==> src/hdl/deq_pkg.sv <==
// Shared types for the double-ended queue core.
// Action codes, result status codes and control states. No dependencies.
package deq_pkg;

	typedef enum logic [2:0] {
		ACT_INS_FRONT  = 3'd0,
		ACT_INS_REAR   = 3'd1,
		ACT_DEL_FRONT  = 3'd2,
		ACT_DEL_REAR   = 3'd3,
		ACT_PEEK_FRONT = 3'd4,
		ACT_PEEK_REAR  = 3'd5,
		ACT_LIST       = 3'd6,
		ACT_NONE       = 3'd7
	} action_t;

	typedef enum logic [1:0] {
		STAT_OK    = 2'd0,
		STAT_EMPTY = 2'd1,
		STAT_FULL  = 2'd2
	} status_t;

	typedef enum logic [1:0] {
		ST_IDLE,
		ST_READ,
		ST_LIST
	} state_t;

	localparam int unsigned DATA_W = 32;

endpackage

==> src/hdl/double_ended_queue_core.sv <==
// Top level of the double-ended queue core.
// Instantiates deq_ctrl and deq_mem; uses deq_pkg.
//
// Usage:
//   Command channel: an action/value transfer happens at a clock edge with
//   start high and busy low. Actions: insert front/rear, delete front/rear,
//   peek front/rear, list all; code 7 is ignored and gives no result.
//   Result channel: each result (status, data, last) is on the ports for one
//   cycle with strobe high. There is no back-pressure; the receiver must take
//   every result as it comes. last marks the final result of a command.
//   Latency / throughput:
//     insert, and any error result: result the cycle after the transfer;
//       busy stays low, so a new command may follow every cycle.
//     delete, peek: one memory read; result the cycle after the transfer,
//       busy high for that one cycle, so no new command is taken meanwhile.
//     list of N entries: N results back to back, one memory read per entry,
//       busy high while they are out.
//   Reset (arst_n low): queue empty, head at slot zero. The slot store is not
//   cleared; only written slots are ever read, so no clearing pass is needed.
//   Storage: DEPTH slots of 32 bits in one synchronous memory.
module double_ended_queue_core import deq_pkg::*; #(
	parameter int unsigned DEPTH = 32
) (
	input  logic                     clk,
	input  logic                     arst_n,
	input  logic                     start,
	output logic                     busy,
	input  logic [2:0]               action,
	input  logic signed [DATA_W-1:0] value,
	output logic                     strobe,
	output logic [1:0]               status,
	output logic signed [DATA_W-1:0] data,
	output logic                     last
);

	// slot index and entry count widths; count must hold DEPTH itself
	localparam int unsigned IW = $clog2(DEPTH);
	localparam int unsigned CW = $clog2(DEPTH + 1);

	logic                     mem_we;
	logic [IW-1:0]            mem_waddr;
	logic signed [DATA_W-1:0] mem_wdata;
	logic                     mem_re;
	logic [IW-1:0]            mem_raddr;
	logic signed [DATA_W-1:0] mem_rdata;

	// head/count bookkeeping, list walk and the result port
	deq_ctrl #(
		.DEPTH(DEPTH),
		.IW   (IW),
		.CW   (CW)
	) u_ctrl (
		.clk      (clk),
		.arst_n   (arst_n),
		.start    (start),
		.busy     (busy),
		.action   (action),
		.value    (value),
		.strobe   (strobe),
		.status   (status),
		.data     (data),
		.last     (last),
		.mem_we   (mem_we),
		.mem_waddr(mem_waddr),
		.mem_wdata(mem_wdata),
		.mem_re   (mem_re),
		.mem_raddr(mem_raddr),
		.mem_rdata(mem_rdata)
	);

	// slot store: writes on insert, registered reads feed the result data
	deq_mem #(
		.DEPTH(DEPTH),
		.IW   (IW)
	) u_mem (
		.clk  (clk),
		.we   (mem_we),
		.waddr(mem_waddr),
		.wdata(mem_wdata),
		.re   (mem_re),
		.raddr(mem_raddr),
		.rdata(mem_rdata)
	);

endmodule

==> src/hdl/deq_mem.sv <==
// Slot store of the double-ended queue: one write port, one registered read port.
// Depends on deq_pkg for the data width.
module deq_mem import deq_pkg::*; #(
	parameter int unsigned DEPTH = 32,
	parameter int unsigned IW    = 5
) (
	input  logic                     clk,
	input  logic                     we,
	input  logic [IW-1:0]            waddr,
	input  logic signed [DATA_W-1:0] wdata,
	input  logic                     re,
	input  logic [IW-1:0]            raddr,
	output logic signed [DATA_W-1:0] rdata
);

	logic signed [DATA_W-1:0] slot_mem [DEPTH];
	logic signed [DATA_W-1:0] rdata_q;

	always_ff @(posedge clk) begin
		if (we) begin
			slot_mem[waddr] <= wdata;
		end
	end

	// registered read; rdata holds its last value while re is low
	always_ff @(posedge clk) begin
		if (re) begin
			rdata_q <= slot_mem[raddr];
		end
	end

	assign rdata = rdata_q;

endmodule

==> src/hdl/deq_ctrl.sv <==
// Control for the double-ended queue: head/count bookkeeping, list walk, result port.
// Depends on deq_pkg; drives the deq_mem ports.
module deq_ctrl import deq_pkg::*; #(
	parameter int unsigned DEPTH = 32,
	parameter int unsigned IW    = 5,
	parameter int unsigned CW    = 6
) (
	input  logic                     clk,
	input  logic                     arst_n,
	input  logic                     start,
	output logic                     busy,
	input  logic [2:0]               action,
	input  logic signed [DATA_W-1:0] value,
	output logic                     strobe,
	output logic [1:0]               status,
	output logic signed [DATA_W-1:0] data,
	output logic                     last,
	output logic                     mem_we,
	output logic [IW-1:0]            mem_waddr,
	output logic signed [DATA_W-1:0] mem_wdata,
	output logic                     mem_re,
	output logic [IW-1:0]            mem_raddr,
	input  logic signed [DATA_W-1:0] mem_rdata
);

	// (a + b) mod DEPTH, a < DEPTH, b <= DEPTH
	function automatic logic [IW-1:0] wrap_add(input logic [IW-1:0] a, input logic [CW-1:0] b);
		logic [CW:0] s;
		s = (CW+1)'(a) + (CW+1)'(b);
		if (s >= (CW+1)'(DEPTH)) begin
			s = s - (CW+1)'(DEPTH);
		end
		return s[IW-1:0];
	endfunction

	state_t                   state_q, state_d;
	logic [IW-1:0]            head_q, head_d;
	logic [CW-1:0]            count_q, count_d;
	logic [IW-1:0]            ptr_q, ptr_d;
	logic [CW-1:0]            left_q, left_d;
	logic                     imm_vld_q, imm_vld_d;
	status_t                  imm_status_q, imm_status_d;
	logic signed [DATA_W-1:0] imm_data_q, imm_data_d;

	logic          full, empty;
	logic [IW-1:0] head_m1, rear_idx, tail_idx;

	assign full     = (count_q == CW'(DEPTH));
	assign empty    = (count_q == '0);
	assign head_m1  = (head_q == '0) ? IW'(DEPTH - 1) : head_q - IW'(1);
	assign tail_idx = wrap_add(head_q, count_q);
	assign rear_idx = wrap_add(head_q, count_q - CW'(1));

	always_ff @(posedge clk or negedge arst_n) begin
		if (!arst_n) begin
			state_q   <= ST_IDLE;
			head_q    <= '0;
			count_q   <= '0;
			ptr_q     <= '0;
			left_q    <= '0;
			imm_vld_q <= 1'b0;
		end else begin
			state_q   <= state_d;
			head_q    <= head_d;
			count_q   <= count_d;
			ptr_q     <= ptr_d;
			left_q    <= left_d;
			imm_vld_q <= imm_vld_d;
		end
	end

	always_ff @(posedge clk) begin
		imm_status_q <= imm_status_d;
		imm_data_q   <= imm_data_d;
	end

	always_comb begin
		state_d      = state_q;
		head_d       = head_q;
		count_d      = count_q;
		ptr_d        = ptr_q;
		left_d       = left_q;
		imm_vld_d    = 1'b0;
		imm_status_d = STAT_OK;
		imm_data_d   = '0;
		mem_we       = 1'b0;
		mem_waddr    = tail_idx;
		mem_wdata    = value;
		mem_re       = 1'b0;
		mem_raddr    = ptr_q;

		unique case (state_q)
			ST_IDLE: begin
				if (start) begin
					unique case (action_t'(action))
						ACT_INS_FRONT, ACT_INS_REAR: begin
							imm_vld_d = 1'b1;
							if (full) begin
								imm_status_d = STAT_FULL;
							end else begin
								mem_we     = 1'b1;
								imm_data_d = value;
								count_d    = count_q + CW'(1);
								if (action_t'(action) == ACT_INS_FRONT) begin
									mem_waddr = head_m1;
									head_d    = head_m1;
								end
							end
						end
						ACT_DEL_FRONT, ACT_DEL_REAR, ACT_PEEK_FRONT, ACT_PEEK_REAR: begin
							if (empty) begin
								imm_vld_d    = 1'b1;
								imm_status_d = STAT_EMPTY;
							end else begin
								mem_re  = 1'b1;
								state_d = ST_READ;
								if (action_t'(action) == ACT_DEL_FRONT ||
								    action_t'(action) == ACT_PEEK_FRONT) begin
									mem_raddr = head_q;
								end else begin
									mem_raddr = rear_idx;
								end
								if (action_t'(action) == ACT_DEL_FRONT) begin
									head_d  = wrap_add(head_q, CW'(1));
									count_d = count_q - CW'(1);
								end else if (action_t'(action) == ACT_DEL_REAR) begin
									count_d = count_q - CW'(1);
								end
							end
						end
						ACT_LIST: begin
							if (empty) begin
								imm_vld_d    = 1'b1;
								imm_status_d = STAT_EMPTY;
							end else begin
								mem_re    = 1'b1;
								mem_raddr = head_q;
								ptr_d     = wrap_add(head_q, CW'(1));
								left_d    = count_q;
								state_d   = ST_LIST;
							end
						end
						ACT_NONE: begin
						end
					endcase
				end
			end
			ST_READ: begin
				state_d = ST_IDLE;
			end
			ST_LIST: begin
				if (left_q == CW'(1)) begin
					state_d = ST_IDLE;
				end else begin
					mem_re = 1'b1;
					ptr_d  = wrap_add(ptr_q, CW'(1));
					left_d = left_q - CW'(1);
				end
			end
			default: begin
				state_d = ST_IDLE;
			end
		endcase
	end

	// immediate results and memory-backed results never share a cycle
	assign busy   = (state_q != ST_IDLE);
	assign strobe = imm_vld_q | busy;
	assign status = imm_vld_q ? imm_status_q : STAT_OK;
	assign data   = imm_vld_q ? imm_data_q : mem_rdata;
	assign last   = imm_vld_q | (state_q == ST_READ) |
	                ((state_q == ST_LIST) && (left_q == CW'(1)));

endmodule

==> config.mk <==
export PLATFORM = sky130hd
export DESIGN_NAME = double_ended_queue_core
export DESIGN_NICKNAME = d
export VERILOG_FILES = /design/src/hdl/deq_pkg.sv /design/src/hdl/double_ended_queue_core.sv /design/src/hdl/deq_mem.sv /design/src/hdl/deq_ctrl.sv
export SDC_FILE = /design/constraint.sdc
export NUM_CORES = 1
export LEC_CHECK = 0
export BUFFER_PORTS_ARGS = -buffer_cell sky130_fd_sc_hd__buf_2
export CAP_MARGIN = 30
export CORE_UTILIZATION = 45
export CTS_BUF_LIST = sky130_fd_sc_hd__clkbuf_4
export DETAILED_ROUTE_END_ITERATION = 10
export PLACE_DENSITY = 0.56
export SETUP_SLACK_MARGIN = 0.5
export SLEW_MARGIN = 20
export SYNTH_ARGS = -nofsm -noshare
export SYNTH_HDL_FRONTEND = slang
export SYNTH_SLANG_ARGS = --single-unit
export TNS_END_PERCENT = 30
==> constraint.sdc <==
create_clock -name clk -period 10.1 [get_ports clk]
set_input_delay 0.505 -clock clk [delete_from_list [all_inputs] [get_ports clk]]
set_output_delay 0.505 -clock clk [all_outputs]
set_load 0.01 [all_outputs]
# Yosys cells after proc, flatten, opt, wreduce, memory -nomap -nowiden
# Memory sizes are Yosys's and may differ from the RTL's. A register that Yosys moved wholly into a read port is not among the register bits.
# Index checks and enable logic that the tools add are counted.
[totals]
reg_bits = 59
ram_bits = 1024
inputBits = 38
output_inout_bits = 37
elab_cells = 134
n_memories = 1
[mem_list]
columns = ["memory", "words", "width", "read_ports", "rd_ports_with_merged_regs", "write_ports", "line_no", "rtl"]
rows = [
  ["u_mem.slot_mem", 32, 32, 1, 1, 1, "deq_mem.sv:16", "logic signed [DATA_W-1:0] slot_mem [DEPTH];"],
]
[op_classes]
n_addsub = 12
order_cmp = 4
n_eq_ne = 23
n_mux = 62
bitwise_logic = 6
n_reduce_logical = 18
[ops]
columns = ["op", "n"]
rows = [
  ["5-bit 2-to-1 mux", 23],
  ["6-bit 2-to-1 mux", 8],
  ["32-bit 2-to-1 mux", 1],
  ["5-bit case mux with 2 select lines", 3],
  ["5-bit by 1-bit subtractor with 5-bit output, second input constant", 5],
  ["6-bit case mux with 2 select lines", 2],
  ["5-bit by 6-bit adder with 7-bit output", 2],
  ["7-bit by 6-bit greater-or-equal comparator with 1-bit output, second input constant", 2],
  ["1-bit 2-to-1 mux", 14],
  ["2-bit inequality test, second input constant", 7],
  ["5-bit by 1-bit adder with 6-bit output, second input constant", 2],
  ["6-bit greater-or-equal comparator, second input constant", 2],
  ["2-bit 2-to-1 mux", 6],
  ["2-bit case mux with 2 select lines", 3],
  ["6-bit by 1-bit subtractor with 6-bit output, second input constant", 2],
  ["5-bit AND reduction", 2],
  ["3-bit == test, second input constant", 3],
  ["3-bit inequality test, second input constant", 3],
  ["4-bit OR reduction", 2],
  ["7-bit AND reduction", 1],
  ["6-bit by 1-bit adder with 6-bit output, second input constant", 1],
  ["3-bit by 2-bit == test with 1-bit output, second input constant", 2],
  ["6-bit by 1-bit == test with 1-bit output, second input constant", 1],
  ["6-bit == test, second input constant", 1],
  ["19 further kinds", 27],
]

# Depth between registers and ports, before layout
# Gate-level depths: netlist (run 1).
[logic_depth]
ltp_word = 9
depth_mapped = 14
depth_no_buf = 11

# Cells and area by module
# A second synthesis (run 1) with hierarchy kept.
[hier_totals]
cells_unflattened = 2687
area_unflattened_um2 = 44793.0
[by_module_without_submodules]
columns = ["module", "instances", "cells_per_inst", "area_each_um2", "seq_area_each_um2"]
rows = [
  ["deq_mem", 1, 2260, 40812.9, 31710.4],
  ["deq_ctrl", 1, 427, 3980.1, 1306.3],
]

# Least setup slack after synthesis (run 1)
# Ideal clock, no wire load.
[synth_timing]
path_kind = "input-to-reg"
from = "input action[1]"
to = "memory u_mem.slot_mem[24][0], enable pin"
setup_time_ns = 0.421
arrival_time_ns = 3.865
t_required_ns = 9.679
path_slack_ns = 5.814
stages = 10
path_buffers = 3
path_cell_list = "clkbuf_1 > or2_0 > clkbuf_1 > a211oi_1 > nor2b_1 > clkbuf_1 > mux2i_1 > xnor2_1 > nand2_1 > nor2_1"
[synth_between]
elab_chain_len = 7
elab_cells_between_ends = 13
cone_classes = "1 x eq/ne; 10 x mux; 2 x reduce/logical"
[synth_lines]
columns = ["element", "line_no", "rtl"]
rows = [
  ["start: declaration", "double_ended_queue_core.sv:28", "input logic [2:0] action,"],
  ["3-bit by 1-bit == test with 1-bit output / 3-bit zero test (equally long branches)", "deq_ctrl.sv:95, deq_ctrl.sv:104", ""],
  ["2-bit OR reduction", "deq_ctrl.sv:95", "unique case (action_t'(action))"],
  ["1-bit 2-to-1 mux", "deq_ctrl.sv:95", ""],
  ["1-bit 2-to-1 mux", "deq_ctrl.sv:94", "if (start) begin"],
  ["1-bit 2-to-1 mux", "deq_ctrl.sv:92", "unique case (state_q)"],
  ["1-bit 2-to-1 mux", "deq_mem.sv:20", "if (we) begin"],
  ["1-bit 2-to-1 mux (implied by the code)", "deq_mem.sv:21", "slot_mem[waddr] <= wdata;"],
  ["end: declaration", "deq_mem.sv:16", ""],
]
# Parallel ways exist; a longest one is shown, timed or not.

# Final worst setup path (run 1)
[layout_timing]
from = "register u_ctrl.count_q[0]"
to = "register u_mem.rdata_q[25], in the netlist u_mem.rdata[25] (read register of u_mem.slot_mem) (data pin)"
[layout_between]
elab_chain_len = 9
elab_cells_between_ends = 16
cone_classes = "3 x add/sub; 1 x order compare; 11 x mux; 1 x reduce/logical"
[layout_lines]
columns = ["element", "line_no", "rtl"]
rows = [
  ["start: declaration", "deq_ctrl.sv:38", "logic [CW-1:0] count_q, count_d;"],
  ["start signal: assignment", "deq_ctrl.sv:65", "count_q <= count_d;"],
  ["6-bit by 1-bit subtractor with 6-bit output", "deq_ctrl.sv:52", "assign rear_idx = wrap_add(head_q, count_q - CW'(1));"],
  ["5-bit by 6-bit adder with 7-bit output", "deq_ctrl.sv:29", "s = (CW+1)'(a) + (CW+1)'(b);"],
  ["7-bit by 6-bit greater-or-equal comparator with 1-bit output / 5-bit by 1-bit subtractor with 5-bit output (equally long branches)", "deq_ctrl.sv:30, deq_ctrl.sv:31", ""],
  ["5-bit 2-to-1 mux", "deq_ctrl.sv:30", "if (s >= (CW+1)'(DEPTH)) begin"],
  ["5-bit 2-to-1 mux", "deq_ctrl.sv:117", "if (action_t'(action) == ACT_DEL_FRONT ||"],
  ["5-bit 2-to-1 mux", "deq_ctrl.sv:111", "if (empty) begin"],
  ["5-bit case mux with 2 select lines", "deq_ctrl.sv:95", ""],
  ["5-bit 2-to-1 mux", "deq_ctrl.sv:94", ""],
  ["5-bit 2-to-1 mux", "deq_ctrl.sv:92", ""],
  ["end: declaration", "deq_mem.sv:17", "logic signed [DATA_W-1:0] rdata_q;"],
]
# Parallel ways exist; a longest one is shown, timed or not.
# A chain may end at the register's enable or synchronous reset.

==> results by stage, run 1 <==
Status:
- The run finished with clean final reports.

Yosys:
- Yosys mapped a number of flops with a built-in enable equal to 1056.
- Sorting the synthesized cells by area gives the leading types as sky130_fd_sc_hd__edfxtp_1 70%, sky130_fd_sc_hd__nand2_1 4.0%, sky130_fd_sc_hd__mux2i_1 3.1%.
- The average size of a mapped cell is 14.71 sq um.
- Synthesis produced a netlist with a net count of between 3k and 4k.
- Synthesis instantiated 67 different standard cells from the library.
- sky130_fd_sc_hd__edfxtp_1 takes more of the synthesized area than any other cell.
- The sequential element share of the synthesized area is 73.13%.
- The portion of synthesized cell area occupied by the leading cell type is a little over two thirds.
- The number of synthesized register bits is 1115.
- The synthesized netlist occupies a cell area of 45150 sq um.
- The synthesized instance count is 3070.
- The number of warnings issued by yosys is 0.
- The share of flip-flops with an asynchronous set or reset after synthesis is under 10%.
- In the synthesized netlist the dominant register cell turns out to be sky130_fd_sc_hd__edfxtp_1.

Final layout:
- The area occupied by multi-input gates is 11420 sq um.
- The final cell count without fillers is 4865.
- Leaving out fill and tap cells, the most frequent cells in the layout are 1056 x sky130_fd_sc_hd__edfxtp_1, 478 x sky130_fd_sc_hd__nand2_1, 454 x sky130_fd_sc_hd__clkbuf_4, 198 x sky130_fd_sc_hd__nand3_1, 138 x sky130_fd_sc_hd__mux2i_1.
- The most frequent standard cell in the layout excluding fill and tap cells is sky130_fd_sc_hd__edfxtp_1.
- The relative area change from synthesis to final layout is 14.22%.
- The share of post-route cells with drive strength above 1 is 21.36%.
- The finished layout cell area is roughly 52000 sq um.
- For this run, the post-layout net count is approximately 3.4k.
- In the final layout, flip-flops and latches occupy 33020 sq um.
- The layout has 8252 filler cells.

Global route:
- The maximum number of pins on one net before global-route repair is around 190.
- The aggregate global-route resource usage is 26.22%.
- The total congestion overflow is 0.
- The global-route wire length before repair is slightly below 200 mm.
- The initial antenna violation count is 4.
- The number of global-route vias before repair came to 29.10k.

Place:
- After legalization and detailed placement, the total HPWL measured 69.78 mm.
- The number of cells after detailed placement is around 4.3k.
- The routability-driven placement congestion ratio is 0.8350.
- The count of buffers from port buffering is 74.
- The post-place instance area is 47180 sq um.

STA:
- The highest attainable clock frequency is 177.5 MHz.
- The final critical path takes up 55.79% of the cycle.
- Final hold analysis gives a worst-case slack of roughly 0.39 ns.
- For the final routed database, the setup TNS stands at 0 ns.
- The max-slew headroom at the worst pin is 26.21%.
- The max-slew violation count is 0.
- At the pin with the least slew margin, the transition time is roughly 1.1 ns.
- After layout, the minimum clock period comes to 5.635 ns.
- The final number of hold-violating endpoints is 0.
- Setup repair after global routing left no endpoint under its margin.
- The clock skew after layout is between 0.1 and 0.15 ns.
- Setup violations remaining at the end of the flow were counted as 0.

Worst setup path:
- Of all nets on the critical path, the largest fanout is 52.
- The reg-to-reg setup timing slack is 4.47 ns.
- The largest individual stage delay along the critical path comes from the cell sky130_fd_sc_hd__o2111a_2.
- Together, buffers and inverters on the worst path number 4.
- The reg-to-reg startpoint is u_ctrl.count_q[0].
- The endpoint identified for the worst register-to-register timing path is u_mem.rdata[25].
- The critical path's top delay family is buffers and inverters.
- STA classifies the critical path startpoint as a flip-flop.
- The worst-case reg-to-reg path depth is 11.
- Traced cell by cell, the critical path runs through inv_1 -> ha_1 -> or4b_1 -> o2111a_2 -> buf_4 -> mux2i_4 -> buf_4 -> buf_4 -> mux2_2 -> a221o_1 -> a2111oi_1.
- The largest single stage delay on the critical path is 0.75 ns.
- The worst setup path is of the flip-flop to flip-flop kind.
- Data on the critical path is required at its endpoint by 10.99 ns.
- In this run the number of cells on the critical path is 11.
- The data arrival time of the worst path is 6.53 ns.
- In this design, the critical path's most frequently occurring cell is sky130_fd_sc_hd__buf_4.
- The endpoint type of the worst setup path is a flip-flop.

Drt:
- The number of DRC violations after detailed routing is 0.
- Once detail routing completed, the nets flagged for antenna violations numbered 0.
- After detailed routing, the average wire length per cell comes to 27.43 um.
- The number of DRC violations after detailed-routing iteration 0 is 2901.
- The aggregate routed wire length is about 130 mm.
- The iteration count of the initial detailed-routing pass is 6.
- The vias after detailed routing is 29.19k.
- The average via count per standard cell is between 5 and 6.

Clock tree:
- The number of H-tree levels is 5.
- The number of buffers between clock root and the deepest sink is 4.
- The clock transition at the register clock pins on the worst setup and hold paths after CTS is 0.08 ns.
- CTS placed an instance of sky130_fd_sc_hd__clkbuf_4 at the clock tree root.
- Clock latency on the worst-skew pair, taken at its later pin, is 1.20 ns.
- The tree built by TritonCTS fans out to 1115 sinks.
- The TritonCTS clock tree is yes.
- The total CTS buffers is around 310.

Power and ir drop:
- In this run the power density over the cells is 295.8 nW/um^2.
- The clock network accounts for 26.2% of the total power.
- IR analysis of the VDD net gives a maximum drop of around 0.35 mV.
- The combinational group share of total power is 37.4%.
- The analysis attributes to net switching a power of approximately 5900 uW.
- Net switching is between 30% and 40% of the power.
- The internal power component is 9381 uW.
- Of the total power, registers draw a little over a third.
- The static power due to leakage is around 0.018 uW.

Floorplanning:
- The die covers 101600 sq um.
- The width of the chip is 318.8 um.
- The total area inside the core boundary comes to 98850 sq um.
- Once the floorplan was initialized, standard cells occupied a little under half of the core.
- The placement row count is ~120.
- The die extent in y is 318.8 um.
- For this design the top-level I/O count stands at 75.

Flow run:
- Max-cap violations in this run came to 0.

Min path:
- The worst hold path class is input pin to async pin.
[power by group through the flow]
| stage | logic (uW) | clock network (uW) | registers, uW |
|---|---|---|---|
| 2_1_floorplan | 3610 | 0 | 5550 |
| 3_3_place_gp | 5510 | 0 | 5640 |
| 3_5_place_dp | 5580 | 0 | 5650 |
| 4_1_cts | 5620 | 4080 | 5550 |
| 5_1_grt | 6060 | 4320 | 5570 |
| 6_report | 5710 | 3990 | 5550 |
[how the worst max path moves through the flow]
stage	startpoint	endpoint	slack [ns]
3_3_place_gp	u_ctrl.count_q[1]	u_mem.rdata[8]	4.52
3_5_place_dp	start	u_mem.rdata[25]	4.45
4_1_cts	u_ctrl.count_q[0]	u_mem.rdata[25]	4.50
6_report	u_ctrl.count_q[0]	u_mem.rdata[25]	4.47
5_1_grt	u_ctrl.count_q[0]	u_mem.rdata[25]	4.15
2_1_floorplan	action[1]	u_mem.slot_mem[24][0]	5.81
[flip-flops by register name, indices dropped and copies added, names as in the netlist]
name	cells
u_ctrl.count_q	6
u_ctrl.state_q	2
u_ctrl.ptr_q	5
u_ctrl.imm_status_q	2
u_ctrl.head_q	5
u_ctrl.left_q	6
u_ctrl.imm_vld_q	1
u_ctrl.imm_data_q	32
u_mem.slot_mem	1024
u_mem.rdata	32
[metrics by stage]
step                      worst slack (ns)  util (%)  power [uW]
after floorplan                      5.814         -        9165
after global placement               4.521     47.69       11150
after detailed placement             4.449     47.73       11230
after CTS                            4.501     52.01       15250
after global routing                 4.149     52.17       15960
final                                4.465     52.17       15260
[final cells by class]
class                   instances  share of cell area [%]
well taps                    1287                   3.122
clock inverters                71                  0.7982
multi-input cells            1687                   22.14
flip-flops and latches       1115                   64.03
clock buffers                 454                   6.609
inverters                      46                  0.3348
repair buffers                195                   2.923
diodes                         10                 0.04852
[synth_stat cells (4+ instances only)]
cell	instances
sky130_fd_sc_hd__a22o_1	32
sky130_fd_sc_hd__ha_1	15
sky130_fd_sc_hd__o211ai_1	99
sky130_fd_sc_hd__buf_2	33
sky130_fd_sc_hd__a2111oi_0	31
sky130_fd_sc_hd__nand3_1	199
sky130_fd_sc_hd__a221o_1	63
sky130_fd_sc_hd__a21oi_1	109
sky130_fd_sc_hd__buf_4	9
sky130_fd_sc_hd__buf_6	4
sky130_fd_sc_hd__edfxtp_1	1056
sky130_fd_sc_hd__a22oi_1	69
sky130_fd_sc_hd__a21boi_0	34
sky130_fd_sc_hd__nor2_1	55
sky130_fd_sc_hd__nor3_1	8
sky130_fd_sc_hd__dfxtp_1	34
sky130_fd_sc_hd__nor3b_1	4
sky130_fd_sc_hd__inv_1	46
sky130_fd_sc_hd__and2_1	39
sky130_fd_sc_hd__mux2i_1	141
sky130_fd_sc_hd__dfrtp_1	25
sky130_fd_sc_hd__nand2b_1	5
sky130_fd_sc_hd__a311oi_1	62
sky130_fd_sc_hd__o31ai_1	4
sky130_fd_sc_hd__o221ai_1	31
sky130_fd_sc_hd__nand4_1	6
sky130_fd_sc_hd__a21o_1	6
sky130_fd_sc_hd__o21ai_0	24
sky130_fd_sc_hd__clkbuf_1	166
sky130_fd_sc_hd__mux2_2	66
sky130_fd_sc_hd__buf_1	10
sky130_fd_sc_hd__a2111oi_1	28
sky130_fd_sc_hd__xor2_1	6
sky130_fd_sc_hd__nand2_1	478
sky130_fd_sc_hd__xnor2_1	17
sky130_fd_sc_hd__a211oi_1	6
[repair_timing]
| item | 4_1_cts | 5_1_grt |
|---|---|---|
| buffers inserted | 0 | 0 |
| resized for setup | 0 | 0 |
| hold buffers | 40 | 0 |
| hold endpoints to repair | 1089 | 0 |
[worst min-delay path, stage by stage]
cell and delay (ns):
sky130_fd_sc_hd__dlygate4sd3_1 0.52, sky130_fd_sc_hd__dlygate4sd3_1 0.54, sky130_fd_sc_hd__buf_2 0.13, sky130_fd_sc_hd__buf_12 0.19
[logic make-up (layout without fill, tap and decap cells)]
group / count (synthesis) / after routing / synth area share (%)
xor gates and xnor gates: 23 / 23 / 0.4461
AOI/OAI and AO/OA: 628 / 628 / 10.89
and+or+nand+nor: 811 / 811 / 7.748
DFF: 1115 / 1115 / 73.13
adders and majority gates: 17 / 17 / 0.5044
other: 0 / 10 / 0
muxes: 208 / 208 / 4.822
buffers and inverters: 268 / 766 / 2.461
[per-layer routing]
layer / track usage [%] / wire [um] / vias up
met5: 0 / 0 / -
met4: 10.89 / 4226 / 0
met3: 4.649 / 10170 / 259
met2: 40.78 / 62250 / 1357
met1: 36.46 / 56810 / 14830
li1: - / - / 12740
No activity file was read; power rests on OpenSTA's default activity.
==> inputs of run 2 (changes only) <==
==> constraint.sdc (replaced) <==
create_clock -name clk -period 5.85 [get_ports clk]
set_input_delay 0.2925 -clock clk [delete_from_list [all_inputs] [get_ports clk]]
set_output_delay 0.2925 -clock clk [all_outputs]
set_load 0.01 [all_outputs]
==> run 2 against run 1 <==
Routed wire length is 5.3% higher. Non-clock buffer count is 21 higher. Final cell count hardly changed. Via count is 0.99% higher. Core utilization is 0.38 points higher. Sequential power is 74% higher. Clock power is 67% higher. Cell area is 0.72% higher. Power is 74% higher. First-iteration DRC count is 13% higher. Critical path type unchanged. Largest power group unchanged.
==> results by stage, run 2 (synthesized netlist as in run 1, its figures left out) <==
Worst setup path:
- The class of the most critical setup path was flip-flop to flip-flop (unchanged).
- Critical-path cell list: inv_1 -> ha_1 -> or4b_1 -> o21ai_4 -> a2bb2oi_4 -> buf_12 -> mux2i_1 -> mux2_2 -> a221o_1 -> a2111oi_1 (was inv_1 -> ha_1 -> or4b_1 -> o2111a_2 -> buf_4 -> mux2i_4 -> buf_4 -> buf_4 -> mux2_2 -> a221o_1 -> a2111oi_1).
- The number of buffer and inverter stages on the critical path is 2 (was 4).
- The data arrival time of the worst path is 5.73 ns (was 6.53 ns).
- The data required time of the critical path is 6.71 ns (was 10.99 ns).
- The reg-to-reg startpoint is u_ctrl.count_q[0] (unchanged).
- The maximum cell stage delay along the critical path is 0.65 ns (was 0.75 ns).
- The endpoint type of the worst setup path is a flip-flop (unchanged).
- The source of the critical timing path is u_ctrl.count_q[0] (unchanged).
- The critical path's top delay family is compound AO/OA/AOI/OAI gates (was buffers and inverters).
- The critical-path cell with the highest stage delay is sky130_fd_sc_hd__o21ai_4 (was sky130_fd_sc_hd__o2111a_2).
- The startpoint class of the critical path was a flip-flop (unchanged).
- The top fanout value on the critical path is 106 (was 52).

STA:
- The time the final worst path needs with I/O delays and setup was 4.870 ns (was 5.635 ns).
- The worst-margin pin slew is 0.9749 ns (was 1.107 ns).
- RSZ-0062 raised after global routing: false (unchanged).
- The max-slew headroom at the worst pin is 34.85% (was 26.21%).
- The clock skew after layout is 0.1113 ns (was 0.1332 ns).
- The max-slew violation count is 0 (unchanged).
- The highest attainable clock frequency is 205.3 MHz (was 177.5 MHz).
- The post-route setup TNS is 0 ns (unchanged).
- The total of endpoints with negative setup slack in the final report is 0 (unchanged).
- The final critical-path share of the clock period came to 83.26% (was 55.79%).
- The final number of hold-violating endpoints is 0 (unchanged).

Min path:
- The worst hold path class is input pin to async pin (unchanged).

Place:
- The routability-driven placement congestion ratio came to 0.8341 (was 0.8350).
- The post-place instance area is 47810 sq um (was 47180 sq um).
- The half-perimeter wire length after detailed placement is 76.60 mm (was 69.78 mm).
- The number of cells after detailed placement is 4308 (was 4283).
- The count of buffers from port buffering is 74 (unchanged).

Final layout:
- The final cell count without fillers is 4868 (was 4865).
- The most frequent standard cell in the layout excluding fill and tap cells is sky130_fd_sc_hd__edfxtp_1 (unchanged).
- The finished layout cell area is 51940 sq um (was 51570 sq um).
- The largest register by flop count is u_mem.slot_mem (unchanged).
- The share of post-route cells with drive strength above 1 is 21.62% (was 21.36%).
- The relative area change from synthesis to final layout is 15.04% (was 14.22%).
- The final-stage net count is 3433 (was 3413).
- Most used cells in the layout excluding fill and tap cells: 1056 x sky130_fd_sc_hd__edfxtp_1, 478 x sky130_fd_sc_hd__nand2_1, 453 x sky130_fd_sc_hd__clkbuf_4, 198 x sky130_fd_sc_hd__nand3_1, 138 x sky130_fd_sc_hd__mux2i_1 (was 1056 x sky130_fd_sc_hd__edfxtp_1, 478 x sky130_fd_sc_hd__nand2_1, 454 x sky130_fd_sc_hd__clkbuf_4, 198 x sky130_fd_sc_hd__nand3_1, 138 x sky130_fd_sc_hd__mux2i_1).
- The fraction of the core area covered by cells at the end of the flow is 52.55% (was 52.17%).
- The flip-flop count of the largest register after layout is 1024 (unchanged).

Clock tree:
- The clock sink count is 1115 (unchanged).
- The number of buffers between clock root and the deepest sink came to 4 (unchanged).
- The clock transition at the register clock pins on the worst setup and hold paths after CTS is 0.07 ns (was 0.08 ns).
- The post-CTS repair timing setup buffer count came to 0 (unchanged).
- The TritonCTS clock tree is yes (unchanged).
- The insertion delay to the later sink of the worst-skew pair is 1.15 ns (was 1.20 ns).
- The clock tree root driver cell is sky130_fd_sc_hd__clkbuf_4 (unchanged).
- The post-cts resize count is 0 (unchanged).
- The number of H-tree levels came to 5 (unchanged).
- The total CTS buffers is 312 (was 313).

Floorplanning:
- The placement row count is 115 (unchanged).
- The die extent in y came to 318.8 um (unchanged).
- The number of placed I/O pins was 75 (unchanged).
- The area of the core is 98850 sq um (unchanged).
- The full die area is 101600 sq um (unchanged).
- The width of the chip is 318.8 um (unchanged).
- The starting utilization of the core area is 45.68% (unchanged).

Power and ir drop:
- The combinational group share of total power is 38.7% (was 37.4%).
- The internal power component came to 16190 uW (was 9381 uW).
- The maximum vdd ir drop is 0.4684 mV (was 0.3483 mV).
- The power dissipated by switching net loads is 10440 uW (was 5877 uW).
- The static power due to leakage came to 0.01775 uW (was 0.01764 uW).
- The clock network fraction of design power came to 25.1% (was 26.2%).
- The power density normalized to cell area was 512.5 nW/um^2 (was 295.8 nW/um^2).
- The power share of the sequential group was 36.3% (was 36.4%).
- The proportion of total power due to net switching is 39.20% (was 38.52%).

Drt:
- The number of DRC violations after detailed routing came to 0 (unchanged).
- The vias after detailed routing is 29.48k (was 29.19k).
- The post-detailed-route count of antenna-violating nets came to 0 (unchanged).
- The aggregate routed wire length is 140.5 mm (was 133.5 mm).
- The average via count per standard cell is 6.055 (was 5.999).
- The routed length per instance was 28.86 um (was 27.43 um).
- The iteration count of the initial detailed-routing pass is 5 (was 6).
- The number of DRC violations after detailed-routing iteration 0 came to 3289 (was 2901).

Global route:
- The number of global-route vias before repair is 29.51k (was 29.10k).
- The aggregate global-route resource usage is 27.60% (was 26.22%).
- The maximum number of pins on one net before global-route repair is 125 (was 188).
- The global-route wire length before repair is 203.1 mm (was 194.1 mm).
- The initial antenna violation count came to 2 (was 4).
- The total congestion overflow was 0 (unchanged).

Status:
- Run status: completed (unchanged).

Flow run:
- The count of maximum capacitance violations is 0 (unchanged).
[run 2: power groups by stage]
stage,Clock [uW],Combinational (uW),Sequential [uW]
floorplan,0,6240,9590
global placement,0,10000,9810
finish,6680,10300,9650
global route,7240,10900,9680
detailed placement,0,10100,9810
CTS,6830,10200,9650
[run 2: area by class of cell]
class                   count  area [sq um]
multi-input cells        1687         11410
repair buffers            216          2052
well taps                1287          1610
clock buffers             453          3401
fillers                  8308         46910
inverters                  46         172.7
clock inverters            59         259.0
diodes                      5         12.51
flip-flops and latches   1115         33020
[run 2: path summary, 6_finish.rpt]
| path | cells past startpoint | slack [ns] | endpoint |
|---|---|---|---|
| max | 10 | 0.98 | u_mem.rdata[13] |
| min | 4 | 0.21 | u_ctrl.imm_vld_q |
| max reg2reg | 10 | 0.98 | u_mem.rdata[13] |
| min reg2reg | 2 | 0.57 | u_ctrl.ptr_q[4] |
| max in group asynchronous | 4 | 5.42 | u_ctrl.ptr_q[0] |
| min in group clk | 2 | 0.22 | u_mem.slot_mem[14][15] |
[run 2: repair_timing]
item / in CTS / in global routing
endpoints found under the setup margin: 0 / 0
hold buffers: 42 / 0
hold endpoints to repair: 1102 / 0
[run 2: worst reg2reg max path: stages, from the launching register on]
cell and delay (ns):
sky130_fd_sc_hd__dfrtp_1 0.45, sky130_fd_sc_hd__inv_1 0.14, sky130_fd_sc_hd__ha_1 0.24, sky130_fd_sc_hd__or4b_1 0.60, sky130_fd_sc_hd__o21ai_4 0.65, sky130_fd_sc_hd__a2bb2oi_4 0.51
sky130_fd_sc_hd__buf_12 0.53, sky130_fd_sc_hd__mux2i_1 0.39, sky130_fd_sc_hd__mux2_2 0.31, sky130_fd_sc_hd__a221o_1 0.35, sky130_fd_sc_hd__a2111oi_1 0.47
[run 2: layer usage]
metal | GRT usage, % | vias up | routed length (um)
met5 | 0 | - | 0
met4 | 9.694 | 0 | 3592
met3 | 5.506 | 239 | 10980
met2 | 44.79 | 1399 | 67800
met1 | 37.01 | 15060 | 58140
li1 | - | 12770 | -
[run 2: per-stage QoR]
| step | hold slack, ns | total power [uW] | worst slack [ns] |
|---|---|---|---|
| after floorplan | -0.003091 | 15820 | 1.633 |
| after global placement | 0.3169 | 19820 | 0.9308 |
| after detailed placement | 0.3355 | 19940 | 1.044 |
| after CTS | 0.06838 | 26680 | 1.007 |
| after global routing | 0.1408 | 27830 | 0.7141 |
| final | 0.2056 | 26620 | 0.9795 |
